--- config.mk ---
export PLATFORM = sky130hd
export DESIGN_NAME = gsb_mul
export DESIGN_NICKNAME = d
export VERILOG_FILES = /design/src/gsb_pkg.sv /design/src/gsb_mul.sv
export SDC_FILE = /design/constraint.sdc
export NUM_CORES = 2
export LEC_CHECK = 0
export BUFFER_PORTS_ARGS = -buffer_cell sky130_fd_sc_hd__buf_4
export CAP_MARGIN = 25
export CORE_MARGIN = 1
export CORE_UTILIZATION = 45
export DETAILED_ROUTE_END_ITERATION = 16
export SLEW_MARGIN = 20
export SYNTH_ARGS = -nofsm -noshare
export SYNTH_HDL_FRONTEND = slang
export SYNTH_SLANG_ARGS = --single-unit
--- constraint.sdc ---
create_clock -name clk -period 21 [get_ports clk]
set_input_delay 3.15 -clock clk [delete_from_list [all_inputs] [get_ports clk]]
set_output_delay 3.15 -clock clk [all_outputs]
set_load 0.01 [all_outputs]
--- src/gsb_pkg.sv ---
// Shared types, constants and saturation helpers for the single-bin Goertzel detector.
package gsb_pkg;

  localparam int SAMPLE_BITS = 16;
  localparam int XW          = SAMPLE_BITS + 16;  // sample placed at Q.16
  localparam int STW         = 64;                // recursion state width
  localparam int OPA_W       = 64;                // multiplier operand A
  localparam int OPB_W       = 49;                // multiplier operand B
  localparam int PART_W      = 33;                // partial-product operand width
  localparam int PP_W        = 2 * PART_W;        // partial-product width
  localparam int PROD_W      = OPA_W + OPB_W;     // exact product width
  localparam int SUM_W       = 85;                // width of intermediate adds
  localparam int TMP_W       = PROD_W - 30;       // product rounded to Q.16
  localparam int OUT_W       = 34;                // result field width
  localparam int CFG_W       = 48;

  localparam logic [1:0] REG_COEFF  = 2'd0;
  localparam logic [1:0] REG_COSINE = 2'd1;
  localparam logic [1:0] REG_SINE   = 2'd2;
  localparam logic [1:0] REG_SCALE  = 2'd3;

  typedef enum logic [3:0] {
    S_IDLE,
    S_REC_MUL,
    S_REC_ADD,
    S_COS_MUL,
    S_RE_ADD,
    S_RE_MUL,
    S_RE_SAT,
    S_SIN_MUL,
    S_IM_RND,
    S_IM_MUL,
    S_IM_SAT
  } state_t;

  typedef struct packed {
    logic start;
  } mul_ctrl_t;

  typedef struct packed {
    logic busy;
    logic done;
  } mul_stat_t;

  function automatic logic signed [STW-1:0] sat64(input logic signed [SUM_W-1:0] v);
    logic [SUM_W-STW:0] top;
    top = v[SUM_W-1:STW-1];
    if (top == '0 || top == '1) begin
      return v[STW-1:0];
    end else if (v[SUM_W-1]) begin
      return {1'b1, {(STW-1){1'b0}}};
    end else begin
      return {1'b0, {(STW-1){1'b1}}};
    end
  endfunction

  function automatic logic signed [OUT_W-1:0] sat34(input logic signed [TMP_W-1:0] v);
    logic [TMP_W-OUT_W:0] top;
    top = v[TMP_W-1:OUT_W-1];
    if (top == '0 || top == '1) begin
      return v[OUT_W-1:0];
    end else if (v[TMP_W-1]) begin
      return {1'b1, {(OUT_W-1){1'b0}}};
    end else begin
      return {1'b0, {(OUT_W-1){1'b1}}};
    end
  endfunction

endpackage

--- src/gsb_mul.sv ---
// Shared 64x49 signed multiplier built from four 33x33 partial products.
module gsb_mul (
  input  logic                                   clk,
  input  logic                                   rst,
  input  gsb_pkg::mul_ctrl_t                     ctrl,
  input  logic signed [gsb_pkg::OPA_W-1:0]       op_a,
  input  logic signed [gsb_pkg::OPB_W-1:0]       op_b,
  output gsb_pkg::mul_stat_t                     stat,
  output logic signed [gsb_pkg::PROD_W-1:0]      prod
);
  import gsb_pkg::*;

  logic                     busy;
  logic [1:0]               cnt;
  logic [1:0]               idx;
  logic                     issue;
  logic signed [PART_W-1:0] part_a;
  logic signed [PART_W-1:0] part_b;
  logic signed [PP_W-1:0]   pp;
  logic                     pp_vld;
  logic [1:0]               pp_idx;
  logic signed [PROD_W-1:0] pp_ext;
  logic signed [PROD_W-1:0] term;
  logic                     done;

  assign issue = ctrl.start || busy;
  assign idx   = ctrl.start ? 2'd0 : cnt;

  // idx bit 0 picks the high half of A, bit 1 the high part of B
  always_comb begin
    part_a = idx[0] ? {op_a[OPA_W-1], op_a[OPA_W-1:32]} : {1'b0, op_a[31:0]};
    part_b = idx[1] ? {{(PART_W - OPB_W + 32){op_b[OPB_W-1]}}, op_b[OPB_W-1:32]}
                    : {1'b0, op_b[31:0]};
  end

  assign pp_ext = pp;

  always_comb begin
    case (pp_idx)
      2'd0:    term = pp_ext;
      2'd3:    term = pp_ext <<< 64;
      default: term = pp_ext <<< 32;
    endcase
  end

  always_ff @(posedge clk) begin
    if (rst) begin
      busy   <= 1'b0;
      cnt    <= 2'd0;
      pp_vld <= 1'b0;
      done   <= 1'b0;
    end else begin
      pp_vld <= issue;
      done   <= pp_vld && (pp_idx == 2'd3);
      if (ctrl.start) begin
        busy <= 1'b1;
        cnt  <= 2'd1;
      end else if (busy) begin
        cnt <= cnt + 2'd1;
        if (cnt == 2'd3) begin
          busy <= 1'b0;
        end
      end
    end
  end

  always_ff @(posedge clk) begin
    if (issue) begin
      pp     <= part_a * part_b;
      pp_idx <= idx;
    end
    if (ctrl.start) begin
      prod <= '0;
    end else if (pp_vld) begin
      prod <= prod + term;
    end
  end

  assign stat.busy = busy;
  assign stat.done = done;

endmodule

* Yosys cells after proc, flatten, opt, wreduce, memory -nomap -nowiden
Cells that the tools add are included.
** Word-level totals
- Register bits after elaboration :: 186
- Bits of input ports :: 116
- Output and inout bits :: 115
- Word-level logic and storage cells :: 27
** Operators by class
- Add/sub/neg operators :: 2
- $mul :: 1
- Equal/unequal tests :: 2
- Mux-type cells :: 9
- Reductions and logical operators :: 5
** Operator list (number)
- $pmux 113 s2 :: 1
- $add 113x113->113 :: 1
- $mul 33x33->66 :: 1
- $mux 33 :: 2
- $mux 1 :: 5
- $eq 2x2->1 const B :: 2
- $add 2x1->2 const B :: 1
- $logic_not 2->1 :: 1
- $mux 2 :: 1
- $reduce_bool 2->1 :: 1
- $reduce_or 2->1 :: 1
- $logic_and 1x1->1 :: 1
- $logic_or 1x1->1 :: 1

* Logic depth before layout (Yosys ltp)
- Depth after elaboration :: 4
- Gate-level depth with buffers :: 38
- Depth with buffers taken out :: 33

* Worst setup path before layout
Ideal clock, no wire load.
- Path type :: input to register
- From :: input port ctrl
- To :: register pp[60] (data pin)
- Setup time :: 0.278 ns
- Data arrival time :: 11.849 ns
- Data required time :: 20.722 ns
- Setup slack :: 8.874 ns
- Cell stages on the path :: 36
- Buffers on the path :: 5
- Path through :: nand2b_1 clkbuf_1 inv_2 buf_1 clkbuf_1 nand2_1 nand2_1 clkbuf_1 nand2_1 fa_1 inv_1 fa_1 fa_1 inv_1 fa_1 inv_1 fa_1 fa_1 fa_1 inv_1 fa_1 inv_1 ha_1 clkbuf_1 a21o_1 a21o_1 a21o_1 a21oi_1 o21ai_0 a221o_1 a21oi_1 a31oi_1 a211oi_1 nor3_1 nor4b_1 a311oi_1
** Between the ends
- Longest elaborated chain between the ends :: 3
- Elaborated cells on any way between the ends :: 4
- Those cells by class :: mul: 1; mux: 3
** RTL lines
- start, declared :: RTL line gsb_mul.sv:5 : input gsb_pkg::mul_ctrl_t ctrl,
- $mux 2 (*) :: RTL line gsb_mul.sv:27 : assign idx = ctrl.start ? 2'd0 : cnt;
- $mux 33 (on tied branches) :: RTL line gsb_mul.sv:31, gsb_mul.sv:32
- $mul 33x33->66 (*) :: RTL line gsb_mul.sv:69 : pp <= part_a * part_b;
- end signal, assigned :: RTL line gsb_mul.sv:69
- end, declared :: RTL line gsb_mul.sv:19 : logic signed [PP_W-1:0] pp;
Mark *: on every way between the ends. The rest lies on a longest branch, timed or not.
A chain may end at the register's enable or synchronous reset.

* Worst setup path after layout
Same ends and word-level chain as after synthesis.

==> metrics.log <==
[metrics] unrepaired setup endpoints after global routing: no
[metrics] number of storage elements in the synthesis netlist: 186
[metrics] Synth Area per Inst: about 8.6 um2
[metrics] number of vias after detailed routing: 43300
[metrics] post-layout minimum cycle time: 13830 ps
[metrics] number of fill cells: about 11000
[metrics] PostCTS Resize Cnt: 0
[metrics] Routability Congestion: approximately 0.99
[metrics] run status: finished clean
[metrics] CTS Hold Bufs: 0
[metrics] r2r worst-path depth: 31
[metrics] starting density of the core: 0.456
[metrics] final routed DRC violation total: 0
[metrics] signed area change from the synthesized netlist to the final layout: 8.50%
[metrics] endpoint required time on the critical path: about 21000 ps
[metrics] area occupied by multi-input gates: 42900 um2
[metrics] largest net degree at the start of global routing: 74
[metrics] Iter 0 DRT Violations: 3671
[metrics] dominant cell type by count on the critical path: fa_1
[metrics] highest cell delay on the worst timing path: 780 ps
[metrics] type of the most critical hold path: reg -> reg
[metrics] wire length of the first global-routing pass: 281 mm
[metrics] Storage cell area: 4410 um2
[metrics] capture endpoint of the worst hold path: prod[103]
[metrics] TritonCTS clock tree: done
[metrics] worst path bufs/invs: 10
[metrics] average wire per standard cell: ~24 um
[metrics] boundary pin count: between 200 and 250
[metrics] source of the worst hold timing path: prod[103]
[metrics] half-perimeter wire length of the detailed placement result: 150 mm
[metrics] gate family responsible for the most delay along the worst path: adder cells
[metrics] Row Count: 124
[metrics] Longest Clk Path Bufs: 2
[metrics] Max Transition Viols Final: 0
[metrics] Max Clk Rate: 72.3 MHz
[metrics] Via-to-Cell Ratio: 5.62
[metrics] Cell variety after synth: 72
[metrics] Final Routed Wirelength: 188 mm
[metrics] slowest cell on the critical path: nand2_1
[metrics] CP Capture Type: register
[metrics] Tightest Pin Transition: roughly 1100 ps
[metrics] proportion of synthesized flip-flops having asynchronous set or reset: 0
[metrics] number of antenna violations at the first check in global routing: 0
[metrics] synth warn: 0
[metrics] grt ovf: 0
[metrics] postcts setup bufs: 0
[metrics] height of the chip: 343 um
[metrics] worst clock skew on the final layout: around 23 ps
[metrics] number of stages on the worst hold path: 2
[metrics] number of flops mapped to enable cells by yosys: between 60 and 70
[metrics] CTS HTree Levels: 4
[metrics] arrival time at the worst endpoint: 14040 ps
[metrics] worst relative slew slack: 0.235
[metrics] part of the cycle the worst path needs: 0.659
[metrics] commonest register cell after synthesis: dfxtp_1
[metrics] total routing usage reported by global routing: 0.323
[metrics] number of global-route vias before repair: ~44000
[metrics] final layout net count: around 8000
[metrics] Syn Nets: 7702
[metrics] Setup-failing EPs final: 0
[metrics] residual antenna-violating net count after detailed routing: 0
[metrics] floorplan die area: 118000 um2
[metrics] count of max-cap constraint violations: 0
[metrics] Worst setup SP type: input pin
[metrics] layout cell share with drive strength beyond 1: 0.0719
[metrics] Reg-to-Reg End: pp[60]
[metrics] Horiz. Die Dim: 343 um
[metrics] Clock transition at path regs: 90 ps
[metrics] summed negative setup slack over all endpoints: 0 ps
[metrics] sequential share of the synthesized area: 0.0840
[metrics] worst skew pair latency: 490 ps
[metrics] Core Area: between 100000 and 150000 um2
[metrics] Mapped Cells: around 6100
[metrics] Hold Violations, Final: 0
[metrics] FF-to-FF setup slack: 10410 ps
[metrics] CTS root buf: clkbuf_16
[metrics] detailed-routing iteration count for the pre-antenna-repair pass: 6
[metrics] category of the critical setup timing path: in -> reg
[metrics] Port Buf Inserts: between 200 and 250
[metrics] cell area after technology mapping: 52400 um2
[metrics] worst flop-to-flop path startpoint: cnt[0]
[metrics] total CTS buffers: 17
[metrics] number of cells on the critical path: 34
[metrics] critical-path maximum fanout: 73
[metrics] total number of clock tree sinks: about 190
## worst register-to-register path: cells and delay by family, from the launching register on
family,cells,cell delay [ps]
AO/OA/AOI/OAI,8,1990
buffers and inverters,8,1610
AND/OR/NAND/NOR,6,1770
adder cells (fa/ha/maj),9,4510
flip-flops,1,480
## worst max path at each step
| stage | startpoint | endpoint | slack, ps |
|---|---|---|---|
| after floorplan | ctrl | pp[60] | 8870 |
| after global placement | ctrl | pp[60] | 6860 |
| after detailed placement | ctrl | pp[60] | 6750 |
| after CTS | ctrl | pp[60] | 7230 |
| after global routing | ctrl | pp[60] | 6590 |
| final | ctrl | pp[60] | 7170 |
## registers in the layout, indices dropped and copies added (netlist names)
register and count:
prod 113, pp 66, cnt 2, pp_idx 2, busy 1, done 1, pp_vld 1
## cells in the final DEF (no fill, tap or decap), types with 33 or more instances in the layout
cell type / instances
xor2_1: 69
edfxtp_1: 68
nand3_1: 40
xnor2_1: 103
nor2_1: 766
ha_1: 330
a21oi_1: 304
nor3_1: 33
o21ai_0: 144
nand4_1: 42
and2_1: 46
buf_4: 335
fa_1: 1146
dfxtp_1: 117
o21bai_1: 40
inv_1: 1168
nand2_1: 855
a21o_1: 115
a22o_1: 36
mux2i_1: 75
nand2b_1: 37
## kinds of logic (layout without fill, tap and decap cells)
| family | after synthesis | after routing | share of synthesized area |
|---|---|---|---|
| compound gates | 803 | 803 | 0.0957 |
| other cells | 0 | 2 | 0 |
| mux | 110 | 110 | 0.0210 |
| buf+inv | 1448 | 1543 | 0.104 |
| simple gates | 1911 | 1911 | 0.150 |
| fa+ha+maj | 1478 | 1478 | 0.517 |
| xor+xnor | 172 | 172 | 0.0287 |
| flops | 186 | 186 | 0.0840 |
## synthesized netlist by cell type, types with 16 or more instances
| library cell | instances | area, um2 |
|---|---|---|
| inv_1 | 1169 | 4390 |
| fa_1 | 1146 | 22900 |
| nand2_1 | 855 | 3210 |
| nor2_1 | 767 | 2880 |
| ha_1 | 332 | 4150 |
| a21oi_1 | 311 | 1560 |
| clkbuf_1 | 260 | 976 |
| o21ai_0 | 144 | 721 |
| dfxtp_1 | 118 | 2360 |
| a21o_1 | 115 | 863 |
| mux2i_1 | 109 | 1090 |
| xnor2_1 | 103 | 902 |
| xor2_1 | 69 | 604 |
| edfxtp_1 | 68 | 2040 |
| and2_1 | 46 | 288 |
| nand4_1 | 42 | 263 |
| nand2b_1 | 40 | 250 |
| nand3_1 | 40 | 200 |
| o21bai_1 | 40 | 300 |
| a22o_1 | 36 | 315 |
| nor3_1 | 33 | 165 |
| nor2b_1 | 23 | 144 |
| a31oi_1 | 22 | 138 |
| o21a_1 | 17 | 128 |
| and3_1 | 16 | 100 |
| buf_1 | 16 | 60.1 |
## routing by layer
metal / share of wire / global-route usage / routed length [um] / vias up
li1: - / - / - / 18900
met1: 0.40 / 0.426 / 74300 / 21900
met2: 0.46 / 0.516 / 85500 / 2146
met3: 0.10 / 0.0711 / 19100 / 379
met4: 0.046 / 0.129 / 8720 / 0
met5: 0 / 0 / 0 / -
## through the flow
| step | hold WS (ps) | cell area (um2) | util | setup slack (ps) | std cells |
|---|---|---|---|---|---|
| after CTS | 490 | 56800 | 0.494 | 7230 | 7711 |
| after global routing | 525 | 56900 | 0.495 | 6590 | 7715 |
| after global placement | 469 | 56100 | 0.488 | 6860 | 7677 |
| after floorplan | 485 | 52400 | - | 8870 | 6108 |
| after detailed placement | 480 | 56200 | 0.489 | 6750 | 7679 |
| final | 487 | 56900 | 0.495 | 7170 | 7717 |
## cell type report
type,count,area share
clock inverter,15,0.00343
clock buffer,17,0.00748
antenna,2,0.0000880
timing repair buffer,341,0.0464
multi-input combinational,4474,0.755
sequential,186,0.0775
inverter,1170,0.0772
tap,1512,0.0333
Power is left out: the tool's default activity adds up to more than one toggle a clock period on the data nets, which glitch-free logic cannot reach.
